==> src/rtl/luma_windowed_chroma_stretch_defines.svh <==
// Assertion macros shared by the chroma stretch RTL.
`ifndef LUMA_WINDOWED_CHROMA_STRETCH_DEFINES_SVH
`define LUMA_WINDOWED_CHROMA_STRETCH_DEFINES_SVH

`ifndef SYNTHESIS

// same-cycle implication
`define LWCS_ASSERT_SAME(lbl, ck, rs, ante, cons) \
  lbl: assert property (@(posedge ck) disable iff (rs) (ante) |-> (cons)) \
    else $error("lwcs: same-cycle check failed");

// next-cycle implication
`define LWCS_ASSERT_NEXT(lbl, ck, rs, ante, cons) \
  lbl: assert property (@(posedge ck) disable iff (rs) (ante) |=> (cons)) \
    else $error("lwcs: next-cycle check failed");

`else

`define LWCS_ASSERT_SAME(lbl, ck, rs, ante, cons)
`define LWCS_ASSERT_NEXT(lbl, ck, rs, ante, cons)

`endif

`endif

==> src/rtl/lwcs_pkg.sv <==
package lwcs_pkg;

  localparam int ADDR_W = 5;
  localparam int DATA_W = 32;

  typedef enum logic [2:0] {
    REG_UPPER = 3'd0,
    REG_LOWER = 3'd1,
    REG_GAIN  = 3'd2,
    REG_SAT   = 3'd3,
    REG_DRIVE = 3'd4
  } reg_idx_t;

  localparam logic [7:0] UPPER_RST = 8'd255;
  localparam logic [7:0] LOWER_RST = 8'd0;
  localparam logic [9:0] GAIN_RST  = 10'd40;
  localparam logic [9:0] SAT_RST   = 10'd0;
  localparam logic [9:0] DRIVE_RST = 10'd0;

  localparam logic [9:0] PCT_MAX = 10'd1000;

  // reciprocal multipliers: floor(x / D) = (x * M) >> K over the ranges used
  localparam logic [10:0] RCP50_M    = 11'd1311;       // K = 16
  localparam logic [15:0] RCP1000S_M = 16'd33555;      // K = 25
  localparam logic [20:0] RCP1000L_M = 21'd1073742;    // K = 30
  localparam logic [24:0] RCP625_M   = 25'd27487791;   // K = 34
  localparam logic [16:0] RCP25_M    = 17'd83887;      // K = 21

  localparam logic [9:0]  ROUND_HALF = 10'd500;
  localparam logic [9:0]  DRV_GAIN_K = 10'd896;
  localparam logic [5:0]  DRV_TWIST_K = 6'd62;
  localparam logic [3:0]  SPREAD_BASE = 4'd12;

  localparam logic [15:0] GAIN_MAX  = 16'd32768;
  localparam logic [7:0]  TWIST_MAX = 8'd192;

  localparam int KNEE = 118;

  // cycles from a register write until the derived values are settled
  localparam logic [2:0] SETTLE_CYCLES = 3'd4;

  typedef struct packed {
    logic [7:0]  lo;
    logic [7:0]  hi;
    logic [15:0] gain;
    logic [7:0]  twist;
    logic        guard;
  } derived_t;

  typedef struct packed {
    logic [7:0] luma_in;
    logic [7:0] cb_in;
    logic [7:0] cr_in;
  } pix_in_t;

  typedef struct packed {
    logic [7:0] luma_out;
    logic [7:0] cb_out;
    logic [7:0] cr_out;
    logic       in_window;
  } pix_out_t;

endpackage

==> src/rtl/lwcs_cfg.sv <==
`include "luma_windowed_chroma_stretch_defines.svh"

module lwcs_cfg (
  input  logic                         clk,
  input  logic                         rst,
  input  logic                         psel,
  input  logic                         penable,
  input  logic                         pwrite,
  input  logic [lwcs_pkg::ADDR_W-1:0]  paddr,
  input  logic [lwcs_pkg::DATA_W-1:0]  pwdata,
  output logic [lwcs_pkg::DATA_W-1:0]  prdata,
  output logic                         settled,
  output lwcs_pkg::derived_t           derived
);

  logic [7:0] upper_bound;
  logic [7:0] lower_bound;
  logic [9:0] gain_factor;
  logic [9:0] saturation_amp;
  logic [9:0] drive_level;
  logic       wr;
  lwcs_pkg::reg_idx_t idx;
  logic [2:0] settle_cnt;

  assign wr  = psel && penable && pwrite;
  assign idx = lwcs_pkg::reg_idx_t'(paddr[4:2]);

  always_ff @(posedge clk) begin
    if (rst) begin
      upper_bound    <= lwcs_pkg::UPPER_RST;
      lower_bound    <= lwcs_pkg::LOWER_RST;
      gain_factor    <= lwcs_pkg::GAIN_RST;
      saturation_amp <= lwcs_pkg::SAT_RST;
      drive_level    <= lwcs_pkg::DRIVE_RST;
    end else if (wr) begin
      unique case (idx)
        lwcs_pkg::REG_UPPER: upper_bound    <= pwdata[7:0];
        lwcs_pkg::REG_LOWER: lower_bound    <= pwdata[7:0];
        lwcs_pkg::REG_GAIN:  gain_factor    <= pwdata[9:0];
        lwcs_pkg::REG_SAT:   saturation_amp <= pwdata[9:0];
        lwcs_pkg::REG_DRIVE: drive_level    <= pwdata[9:0];
        default: ;
      endcase
    end
  end

  always_comb begin
    unique case (idx)
      lwcs_pkg::REG_UPPER: prdata = {24'd0, upper_bound};
      lwcs_pkg::REG_LOWER: prdata = {24'd0, lower_bound};
      lwcs_pkg::REG_GAIN:  prdata = {22'd0, gain_factor};
      lwcs_pkg::REG_SAT:   prdata = {22'd0, saturation_amp};
      lwcs_pkg::REG_DRIVE: prdata = {22'd0, drive_level};
      default:             prdata = '0;
    endcase
  end

  // any write restarts the settle window; reset starts one too
  always_ff @(posedge clk) begin
    if (rst) begin
      settle_cnt <= lwcs_pkg::SETTLE_CYCLES;
    end else if (wr) begin
      settle_cnt <= lwcs_pkg::SETTLE_CYCLES;
    end else if (settle_cnt != 3'd0) begin
      settle_cnt <= settle_cnt - 3'd1;
    end
  end

  assign settled = (settle_cnt == 3'd0);

  // ---- derivation stage 1: saturate, order bounds, first products
  logic [9:0]  g_sat, s_sat, d_sat;
  logic [20:0] q50_prod;

  assign g_sat    = (gain_factor > lwcs_pkg::PCT_MAX) ? lwcs_pkg::PCT_MAX : gain_factor;
  assign s_sat    = (saturation_amp > lwcs_pkg::PCT_MAX) ? lwcs_pkg::PCT_MAX : saturation_amp;
  assign d_sat    = (drive_level > lwcs_pkg::PCT_MAX) ? lwcs_pkg::PCT_MAX : drive_level;
  assign q50_prod = d_sat * lwcs_pkg::RCP50_M;

  logic [9:0]  g1, d1;
  logic [7:0]  lo1, hi1;
  logic [4:0]  q1;
  logic [19:0] gs1;
  logic [19:0] bonus_num1;
  logic [15:0] twist_num1;
  logic        snz1, dnz1;

  always_ff @(posedge clk) begin
    g1         <= g_sat;
    d1         <= d_sat;
    lo1        <= (lower_bound > upper_bound) ? upper_bound : lower_bound;
    hi1        <= (lower_bound > upper_bound) ? lower_bound : upper_bound;
    q1         <= q50_prod[20:16];
    gs1        <= g_sat * s_sat;
    bonus_num1 <= 20'(d_sat * lwcs_pkg::DRV_GAIN_K) + 20'(lwcs_pkg::ROUND_HALF);
    twist_num1 <= 16'(d_sat * lwcs_pkg::DRV_TWIST_K) + 16'(lwcs_pkg::ROUND_HALF);
    snz1       <= (s_sat != 10'd0);
    dnz1       <= (d_sat != 10'd0);
  end

  // ---- derivation stage 2: constant divisions by reciprocal products
  logic [48:0] fix_s_prod;
  logic [32:0] fix_g_prod;
  logic [40:0] bonus_prod;
  logic [36:0] twist_prod;

  assign fix_s_prod = {gs1, 4'd0} * lwcs_pkg::RCP625_M;      // g*s*16/625
  assign fix_g_prod = {g1, 6'd0} * lwcs_pkg::RCP25_M;        // g*64/25
  assign bonus_prod = bonus_num1 * lwcs_pkg::RCP1000L_M;
  assign twist_prod = twist_num1 * lwcs_pkg::RCP1000L_M;

  logic [14:0] spread_num2;
  logic [14:0] fixed2;
  logic [9:0]  bonus2;
  logic [6:0]  twist2;
  logic [7:0]  lo2, hi2;
  logic        dnz2, guard2;

  always_ff @(posedge clk) begin
    spread_num2 <= 15'(d1 * ({1'b0, q1} + 6'(lwcs_pkg::SPREAD_BASE)))
                   + 15'(lwcs_pkg::ROUND_HALF);
    fixed2      <= snz1 ? fix_s_prod[48:34] : {3'd0, fix_g_prod[32:21]};
    bonus2      <= bonus_prod[39:30];
    twist2      <= twist_prod[36:30];
    lo2         <= lo1;
    hi2         <= hi1;
    dnz2        <= dnz1;
    guard2      <= dnz1 || snz1;
  end

  // ---- derivation stage 3: spread, gain sum, limits
  logic [30:0] spread_prod;
  logic [15:0] gain_sum;

  assign spread_prod = spread_num2 * lwcs_pkg::RCP1000S_M;
  assign gain_sum    = {1'b0, fixed2} + {6'd0, bonus2};

  logic [5:0]  spread3;
  logic [15:0] gain3;
  logic [7:0]  twist3;
  logic [7:0]  lo3, hi3;
  logic        dnz3, guard3;

  always_ff @(posedge clk) begin
    spread3 <= spread_prod[30:25];
    gain3   <= (gain_sum > lwcs_pkg::GAIN_MAX) ? lwcs_pkg::GAIN_MAX : gain_sum;
    twist3  <= ({1'b0, twist2} > lwcs_pkg::TWIST_MAX) ? lwcs_pkg::TWIST_MAX : {1'b0, twist2};
    lo3     <= lo2;
    hi3     <= hi2;
    dnz3    <= dnz2;
    guard3  <= guard2;
  end

  // ---- derivation stage 4: widened window, never empty
  logic [7:0] lo_w, hi_w, lo_f, hi_f;
  logic [8:0] hi_sum;

  always_comb begin
    hi_sum = {1'b0, hi3} + {3'd0, spread3};
    if (dnz3) begin
      lo_w = ({2'd0, spread3} > lo3) ? 8'd0 : lo3 - {2'd0, spread3};
      hi_w = hi_sum[8] ? 8'd255 : hi_sum[7:0];
    end else begin
      lo_w = lo3;
      hi_w = hi3;
    end
    lo_f = lo_w;
    hi_f = hi_w;
    if (lo_w >= hi_w) begin
      if (hi_w != 8'd255) begin
        hi_f = hi_w + 8'd1;
      end else if (lo_w != 8'd0) begin
        lo_f = lo_w - 8'd1;
      end
    end
  end

  always_ff @(posedge clk) begin
    derived.lo    <= lo_f;
    derived.hi    <= hi_f;
    derived.gain  <= gain3;
    derived.twist <= twist3;
    derived.guard <= guard3;
  end

  logic limits_ok;

  assign limits_ok = (derived.gain <= lwcs_pkg::GAIN_MAX)
                     && (derived.twist <= lwcs_pkg::TWIST_MAX);

  `LWCS_ASSERT_NEXT(a_write_unsettles, clk, rst, wr, !settled)
  `LWCS_ASSERT_SAME(a_window_order, clk, rst, settled, derived.lo < derived.hi)
  `LWCS_ASSERT_SAME(a_gain_limits, clk, rst, settled, limits_ok)

endmodule

==> src/rtl/lwcs_pix.sv <==
`include "luma_windowed_chroma_stretch_defines.svh"

module lwcs_pix (
  input  logic                clk,
  input  logic                rst,
  input  logic                settled,
  input  lwcs_pkg::derived_t  derived,
  input  logic                in_valid,
  output logic                in_ready,
  input  lwcs_pkg::pix_in_t   in_data,
  output logic                out_valid,
  input  logic                out_ready,
  output lwcs_pkg::pix_out_t  out_data
);

  function automatic logic [7:0] shape(input logic signed [19:0] v, input logic guard);
    logic signed [19:0] c;
    begin
      if (guard) begin
        c = v - 20'sd128;
        if (c > 20'(lwcs_pkg::KNEE)) begin
          c = 20'(lwcs_pkg::KNEE) + ((c - 20'(lwcs_pkg::KNEE)) >>> 2);
        end else if (c < -20'(lwcs_pkg::KNEE)) begin
          c = -20'(lwcs_pkg::KNEE) + ((c + 20'(lwcs_pkg::KNEE)) >>> 2);
        end
        if (c > 20'sd127) begin
          c = 20'sd127;
        end else if (c < -20'sd128) begin
          c = -20'sd128;
        end
        c = c + 20'sd128;
      end else begin
        c = v;
        if (c > 20'sd255) begin
          c = 20'sd255;
        end else if (c < 20'sd0) begin
          c = 20'sd0;
        end
      end
      shape = c[7:0];
    end
  endfunction

  logic v1, v2, v3;
  logic r1, r2, r3;

  assign r3       = !v3 || out_ready;
  assign r2       = !v2 || r3;
  assign r1       = !v1 || r2;
  assign in_ready = r1 && settled;

  // ---- stage 1: window test and the four products
  logic signed [7:0]  cb_c, cr_c;
  logic signed [16:0] gain_s;
  logic signed [8:0]  twist_s;

  assign cb_c    = signed'(in_data.cb_in ^ 8'h80);
  assign cr_c    = signed'(in_data.cr_in ^ 8'h80);
  assign gain_s  = signed'({1'b0, derived.gain});
  assign twist_s = signed'({1'b0, derived.twist});

  logic [7:0]         luma1, cb_raw1, cr_raw1;
  logic               win1;
  logic signed [7:0]  cb1, cr1;
  logic signed [24:0] cbg1, crg1;
  logic signed [16:0] crt1, cbt1;

  always_ff @(posedge clk) begin
    if (rst) begin
      v1 <= 1'b0;
    end else if (r1) begin
      v1 <= in_valid && settled;
    end
  end

  always_ff @(posedge clk) begin
    if (r1) begin
      luma1   <= in_data.luma_in;
      cb_raw1 <= in_data.cb_in;
      cr_raw1 <= in_data.cr_in;
      win1    <= (in_data.luma_in > derived.lo) && (in_data.luma_in < derived.hi);
      cb1     <= cb_c;
      cr1     <= cr_c;
      cbg1    <= cb_c * gain_s;
      crg1    <= cr_c * gain_s;
      crt1    <= cr_c * twist_s;
      cbt1    <= cb_c * twist_s;
    end
  end

  // ---- stage 2: stretched and cross-mixed chroma
  logic signed [19:0] ocb, ocr;

  assign ocb = 20'sd128 + 20'(cb1) + 20'(cbg1 >>> 8) + 20'(crt1 >>> 8);
  assign ocr = 20'sd128 + 20'(cr1) - 20'(crg1 >>> 8) - 20'(cbt1 >>> 8);

  logic [7:0]         luma2, cb_raw2, cr_raw2;
  logic               win2;
  logic signed [19:0] ocb2, ocr2;

  always_ff @(posedge clk) begin
    if (rst) begin
      v2 <= 1'b0;
    end else if (r2) begin
      v2 <= v1;
    end
  end

  always_ff @(posedge clk) begin
    if (r2) begin
      luma2   <= luma1;
      cb_raw2 <= cb_raw1;
      cr_raw2 <= cr_raw1;
      win2    <= win1;
      ocb2    <= ocb;
      ocr2    <= ocr;
    end
  end

  // ---- stage 3: knee or clamp, output register
  always_ff @(posedge clk) begin
    if (rst) begin
      v3 <= 1'b0;
    end else if (r3) begin
      v3 <= v2;
    end
  end

  always_ff @(posedge clk) begin
    if (r3) begin
      out_data.luma_out  <= luma2;
      out_data.cb_out    <= win2 ? shape(ocb2, derived.guard) : cb_raw2;
      out_data.cr_out    <= win2 ? shape(ocr2, derived.guard) : cr_raw2;
      out_data.in_window <= win2;
    end
  end

  assign out_valid = v3;

  `LWCS_ASSERT_NEXT(a_accept_loads, clk, rst, in_valid && in_ready, v1)
  `LWCS_ASSERT_NEXT(a_mid_stall_holds, clk, rst, v2 && !r2, v2 && $stable(ocb2) && $stable(ocr2))

endmodule

==> src/rtl/luma_windowed_chroma_stretch.sv <==
// Channel  | handshake             | payload
// ---------+-----------------------+---------------------------------------
// config   | psel/penable/pwrite   | paddr, pwdata, prdata (pready tied 1)
// pixel in | in_valid / in_ready   | in_data  (luma_in, cb_in, cr_in)
// pixel out| out_valid / out_ready | out_data (luma_out, cb_out, cr_out, in_window)
//
// One pixel per clock sustained while settled and out_ready is high, through the
// product, sum and knee/clamp stages, each with its own valid bit so bubbles
// collapse on a stall. Derived window/gain/twist come from a 4-stage register
// pipeline; after reset or any register write in_ready stays low while it settles.
// Reset (rst, synchronous) restores the register defaults and empties the pipe.

module luma_windowed_chroma_stretch (
  input  logic                         clk,
  input  logic                         rst,
  input  logic                         psel,
  input  logic                         penable,
  input  logic                         pwrite,
  input  logic [lwcs_pkg::ADDR_W-1:0]  paddr,
  input  logic [lwcs_pkg::DATA_W-1:0]  pwdata,
  output logic [lwcs_pkg::DATA_W-1:0]  prdata,
  output logic                         pready,
  input  logic                         in_valid,
  output logic                         in_ready,
  input  lwcs_pkg::pix_in_t            in_data,
  output logic                         out_valid,
  input  logic                         out_ready,
  output lwcs_pkg::pix_out_t           out_data
);

  logic               settled;
  lwcs_pkg::derived_t derived;

  assign pready = 1'b1;

  lwcs_cfg u_cfg (
    .clk     (clk),
    .rst     (rst),
    .psel    (psel),
    .penable (penable),
    .pwrite  (pwrite),
    .paddr   (paddr),
    .pwdata  (pwdata),
    .prdata  (prdata),
    .settled (settled),
    .derived (derived)
  );

  lwcs_pix u_pix (
    .clk       (clk),
    .rst       (rst),
    .settled   (settled),
    .derived   (derived),
    .in_valid  (in_valid),
    .in_ready  (in_ready),
    .in_data   (in_data),
    .out_valid (out_valid),
    .out_ready (out_ready),
    .out_data  (out_data)
  );

endmodule
==> config.mk <==
export PLATFORM = sky130hd
export DESIGN_NAME = luma_windowed_chroma_stretch
export DESIGN_NICKNAME = d
export VERILOG_FILES = /design/src/rtl/lwcs_pkg.sv /design/src/rtl/lwcs_cfg.sv /design/src/rtl/lwcs_pix.sv /design/src/rtl/luma_windowed_chroma_stretch.sv
export VERILOG_INCLUDE_DIRS = /design/src /design/src/rtl
export SDC_FILE = /design/constraint.sdc
export NUM_CORES = 2
export LEC_CHECK = 0
export BUFFER_PORTS_ARGS = -buffer_cell sky130_fd_sc_hd__buf_2
export CELL_PAD_IN_SITES_DETAIL_PLACEMENT = 0
export CELL_PAD_IN_SITES_GLOBAL_PLACEMENT = 1
export CORE_ASPECT_RATIO = 1.4
export CORE_MARGIN = 1
export CORE_UTILIZATION = 30
export CTS_CLUSTER_DIAMETER = 100
export DETAILED_ROUTE_END_ITERATION = 8
export PLACE_DENSITY_LB_ADDON = 0.1
export SLEW_MARGIN = 20
export SYNTH_ARGS = -nofsm -noshare
export SYNTH_HDL_FRONTEND = slang
export SYNTH_HIERARCHICAL = 1
export SYNTH_SLANG_ARGS = --single-unit
==> constraint.sdc <==
create_clock -name clk -period 7.75 [get_ports clk]
set_clock_uncertainty 0.15 [all_clocks]
set_input_delay 0.775 -clock clk [delete_from_list [all_inputs] [get_ports clk]]
set_output_delay 0.775 -clock clk [all_outputs]
set_load 0.005 [all_outputs]
Yosys cells after proc, flatten, opt, wreduce, memory -nomap -nowiden
Cells that the tools add are included.

storage, ports and cells
  input bits = 68
  register bits after elaboration = 520
  logic and storage cells = 197
  output and inout bits = 60

cells by class
  add/sub/neg operators = 28
  reductions and logical operators = 24
  mux-type cells = 41
  multiply operators = 14
  order comparisons = 22
  equal/unequal tests = 5
  bitwise gates (word level) = 2

operators by type and width
  kind                      number
  $mux W8                   28
  $mux W20                  8
  $gt A20 B8 Y1 const B     4
  $lt A20 B8 Y1 const B     4
  $add A8 B18 Y19 const A   4
  $mul A8 B17 Y25           2
  $pmux W10 S5              1
  $mul A20 B25 Y45 const B  1
  $add A20 B8 Y20 const B   2
  $gt A20 B9 Y1 const B     2
  $lt A20 B1 Y1 const B     2
  $sub A20 B8 Y20 const B   2
  $sub A20 B9 Y20 const B   2
  $mul A20 B20 Y39 const B  1
  $mul A16 B20 Y36 const B  1
  $mul A8 B9 Y17            2
  $mul A15 B16 Y31 const B  1
  $gt A10 B10 Y1 const B    3
  $mux W10                  3
  $mul A10 B17 Y27 const B  1
  $mul A10 B11 Y21 const B  1
  $add A20 B9 Y20           1
  $add A20 B9 Y20 const B   1
  $add A9 B8 Y10 const A    2
  38 further kinds          57

Depth between registers and ports, before layout
  word-level depth = 15
  mapped depth = 26
  depth with buffers taken out = 26

Modules after synthesis
Netlist, hierarchy kept.

by module, submodules not included
  module                        area each (um^2)  cells an instance  sequential area each (um^2)  instances
  lwcs_cfg                      40267.4           4091               5805.6                       1
  lwcs_pix                      25451.9           2735               5074.9                       1
  luma_windowed_chroma_stretch  11.3              2                  0.0                          1

Worst setup path before layout
OpenSTA, ideal clock, no wires.

  path type = register -> register
  start = reg u_cfg.gs1[9]
  end = reg u_cfg.fixed2[12]
  stages on the path, launching flop included = 22
  setup slack = 1.411 ns
  arrival time = 6.067 ns
  library setup time = 0.122 ns
  period minus slack after synthesis = 6.339 ns
  data required time = 7.478 ns
  buffers on the path = 0
  path through = dfxtp_1 -> inv_1 -> ha_1 -> inv_1 -> fa_1 -> fa_1 -> fa_1 -> inv_1 -> fa_1 -> inv_1 -> fa_1 -> fa_1 -> ha_1 -> a21oi_1 -> o21ai_0 -> a32oi_1 -> o21ai_1 -> a21oi_2 -> o21ai_4 -> a2111oi_2 -> nor3_1 -> o311a_1

between the ends
  cells in the longest elaborated chain, start to end = 1

RTL lines
  what                    RTL line         text
  start, declared         lwcs_cfg.sv:83   logic [19:0] gs1;
  start signal, assigned  lwcs_cfg.sv:94   gs1 <= g_sat * s_sat;
  $mul A20 B25 Y45        lwcs_cfg.sv:107  assign fix_s_prod = {gs1, 4'd0} * lwcs_pkg::RCP625_M;
  end signal, assigned    lwcs_cfg.sv:122  fixed2 <= snz1 ? fix_s_prod[48:34] : {3'd0, fix_g_prod[32:21]};
  end, declared           lwcs_cfg.sv:113  logic [14:0] fixed2;

Every way passes these cells.
A chain may end at the register's enable or synchronous reset.

Worst setup path in the final report
  start = reg u_cfg.saturation_amp[6]
  end = reg u_cfg.gs1[19]

between the ends
  cells in the longest elaborated chain, start to end = 3

RTL lines
  what                    RTL line        text
  start, declared         lwcs_cfg.sv:19  logic [9:0] saturation_amp;
  start signal, assigned  lwcs_cfg.sv:33  saturation_amp <= lwcs_pkg::SAT_RST;
  start signal, assigned  lwcs_cfg.sv:40  lwcs_pkg::REG_SAT: saturation_amp <= pwdata[9:0];
  $gt A10 B10 Y1          lwcs_cfg.sv:76  assign s_sat = (saturation_amp > lwcs_pkg::PCT_MAX) ? lwcs_pkg::PCT_MAX : saturation_amp;
  $mux W10 *              lwcs_cfg.sv:76
  $mul A10 B10 Y20 *      lwcs_cfg.sv:94

Every way passes the cells marked *; elsewhere a longest branch is shown, timed or not.

==> flow_summary.toml <==
[status]
outcome = "complete, no violations"

[logic_synthesis]
synth_top_area_cell = "fa_1"
synthFlopType = "dfxtp_1"
muxShareOfSynthArea_pct = 1.228
synth-edff-count = 167
synth_compound_area_share_pct = 9.651
synth_xor_area_share_pct = 4.152
synth_area_leaders = "fa_1 25%, ha_1 23%, dfxtp_1 8.9%, inv_1 7.7%, edfxtp_1 7.6%"
synthAdderAreaFrac_pct = 47.73
yosys.area_share.simple_pct = 11.66
synth.yosys.seq_area_share_pct = 16.55
yosysWarningCount = 6
synth.ff_latch_count = 460
async_reset_ff_share_pct = 0
synth_top_area_share_pct = 24.70
synthCells = 6828
synth_common_cells = "1354 x inv_1, 1210 x ha_1, 811 x fa_1"
synth_most_common_cell = "inv_1"
synth_top_family_by_area = "adder cells"
synth.distinct_cells = 114
syn-mean-instance-area_um2 = 9.627
syn_area_um2 = 65730

[sta]
post-route-period-util_pct = 92.43
hold_ws_ns = 0.1644
final_max_slew_viol_count = 0
max_freq_ghz = 0.1396
worst_slew_pin_slew_ns = 0.9763
hold_violations = 0
rsz0062_at_grt = "no"
setup_tns_ns = 0
setup_viol = 0
slew_headroom_pct = 34.91
layout_min_cycle_time_ns = 7.164

[global_routing]
antenna_found_initial = 6
grt-busiest-layer = "met2"
grt_pass1_vias = 50130
grt_use_met1_pct = 18.28
grt_pass1_wl_mm = 285.2
grt_max_degree = 64
grt_use_met2_pct = 33.38
track_usage_pct = 16.65
grt.met3_usage_pct = 1.265
overflow = 0

[die]
die_x_um = 397.6
core_um2 = 217100
die_y_um = 555.8
rows = 202
start_util_pct = 30.28
io_pins = 128
fp.dieArea_um2 = 221000

[route]
vias = 45450
wl_mm = 180.0
dr.pass1.iters = 6
viasPerCell = 4.650
drtIter0Drc = 1161
wire_per_inst_um = 18.42
route.detailed.drc = 0
antenna_left = 0

[flow_run]
drv_cap = 0

[layout]
syn_to_final_growth_pct = 9.053
finalNonFillerCells = 9775
drive_above_1_share_pct = 5.681
nets = 8956
final_core_util_pct = 33.02

[placement]
dp_cells = 9655
dp_hpwl_mm = 153.3
place_congestion = 0.8274
port-buffer-count = 80

[pwr]
power_frac_clock_pct = 20.6
p_comb_share_pct = 55.3
power_density_nw_per_um2 = 208.1
p_int_uw = 8308
ir_worst_vdd_uv = 156.2
leakage_uw = 0.03659
pwr-share-seq_pct = 24.1
switching_power_uw = 6607
swShare_pct = 44.30

[setup_path]
worstPathCellList = "and3_1, nand3_1, o21bai_1, buf_4, nand2b_1, nand2_1, fa_1, fa_1, inv_1, ha_1, inv_1, fa_1, inv_1, fa_1, ha_1, nand2_1, o21ai_1, o41ai_2, o21ai_1, o41ai_1, o21ai_1, nor3_1, o21bai_1, xnor2_1"
slowest_delay_ns = 0.66
critical_path_arrival_ns = 7.54
slowest_stage = "dfxtp_1"
r2r_slack_ns = 0.59
cp.required_ns = 8.12
crit_type = "flip-flop to flip-flop"
crit_fanout = 14
endpoint_kind = "flip-flop"
cp-start-kind = "flip-flop"
crit_top_cell = "fa_1"

[clock_tree]
ctsHtreeMaxLevel = 3
cts-buffers-inserted = 66
clock_latency_ns = 0.67
clk_pin_slew_ns = 0.06
cts-root-buf = "clkbuf_16"
post_cts_buffers = 0
clockBufferDepth = 3
cts_tree = "yes"
numClockSinks = 460

[hold_path]
min_path_type = "input pin to flip-flop"
## power groups by stage
stage | Clock (uW) | Sequential [uW] | Combinational, uW
after global placement | 0 | 3670 | 8310
after CTS | 3220 | 3620 | 8410
after floorplan | 0 | 3260 | 6450
after detailed placement | 0 | 3670 | 8340
final | 3070 | 3600 | 8250
after global routing | 3300 | 3670 | 9430
## timing repair
action | CTS | global route
hold endpoints to repair | 0 | 0
setup endpoints to repair | 0 | 1
hold buffers | 0 | 0
resized for setup | 0 | 1
## placed cells by master (no fill, tap or decap), drive strengths merged, types with 80 or more instances in the layout
| cell type | synthesis | layout |
|---|---|---|
| edfxtp | 167 | 167 |
| fa | 811 | 811 |
| a21o | 87 | 87 |
| clkbuf | 136 | 80 |
| inv | 1354 | 1368 |
| and2 | 272 | 272 |
| o21ai | 176 | 176 |
| a21oi | 201 | 201 |
| xnor2 | 215 | 215 |
| nand3 | 84 | 84 |
| xor2 | 94 | 94 |
| ha | 1210 | 1210 |
| nor2 | 302 | 302 |
| buf | 55 | 140 |
| nand2 | 373 | 373 |
| dfxtp | 293 | 293 |
## cell families (layout without fill, tap and decap cells)
logic type / count (synthesis) / after routing
DFF: 460 / 460
buffers and inverters: 1546 / 1614
adders and majority gates: 2021 / 2021
AOI/OAI and AO/OA: 919 / 919
and+or+nand+nor: 1492 / 1492
xor gates and xnor gates: 310 / 310
muxes: 78 / 78
other: 2 / 25
## path summary, 6_finish.rpt
check	from	end	cells after the start
max	u_cfg/saturation_amp[6]	u_cfg/gs1[19]	24
min	in_data[16]	u_pix/luma1[0]	1
max reg2reg	u_cfg/saturation_amp[6]	u_cfg/gs1[19]	24
min reg2reg	u_cfg/gain3[1]	u_cfg/derived[10]	0
## metal layers
metal / share of wire [%] / vias up
li1: - / 22430
met1: 40 / 22430
met2: 56 / 412
met3: 1.7 / 175
met4: 2.5 / 2
met5: 0.0044 / -
## per-stage QoR
step	total power, uW	worst slack [ns]	cell area, um2
2_1_floorplan	9714	1.411	65810
3_5_place_dp	12010	0.5406	69440
4_1_cts	15250	0.5042	71680
5_1_grt	16400	0.001785	71680
3_3_place_gp	11990	0.5448	69430
6_report	14920	0.5864	71680
## worst max-delay path: cells and delay by family (launching register included)
kind | cells | cell delay [ns]
buf+inv | 4 | 0.36
simple gates | 6 | 1.21
flops | 1 | 0.66
xor+xnor | 1 | 0.35
fa+ha+maj | 6 | 2.71
compound gates | 7 | 1.56
## final cells by class
cell class	instances	area (um2)
fill	22610	145400
clock buffer	80	1828
timing repair buffer	140	850.8
tap	2856	3573
sequential	460	10880
multi-input combinational	4844	49050
clock inverter	39	405.4
inverter	1355	5086
antenna	1	2.502
## state kept, by name (all words and copies together), names as in the netlist, 12 cells and up
signal and count:
u_cfg/bonus_num1 12, u_pix/cbg1 17, u_pix/out_data 25, u_cfg/fixed2 15, u_pix/crg1 17, u_cfg/derived 40, u_pix/ocr2 19, u_cfg/spread_num2 15
u_cfg/gain3 16, u_cfg/gs1 20, u_cfg/twist_num1 14, u_pix/ocb2 19
(Power assumes the default switching activity.)
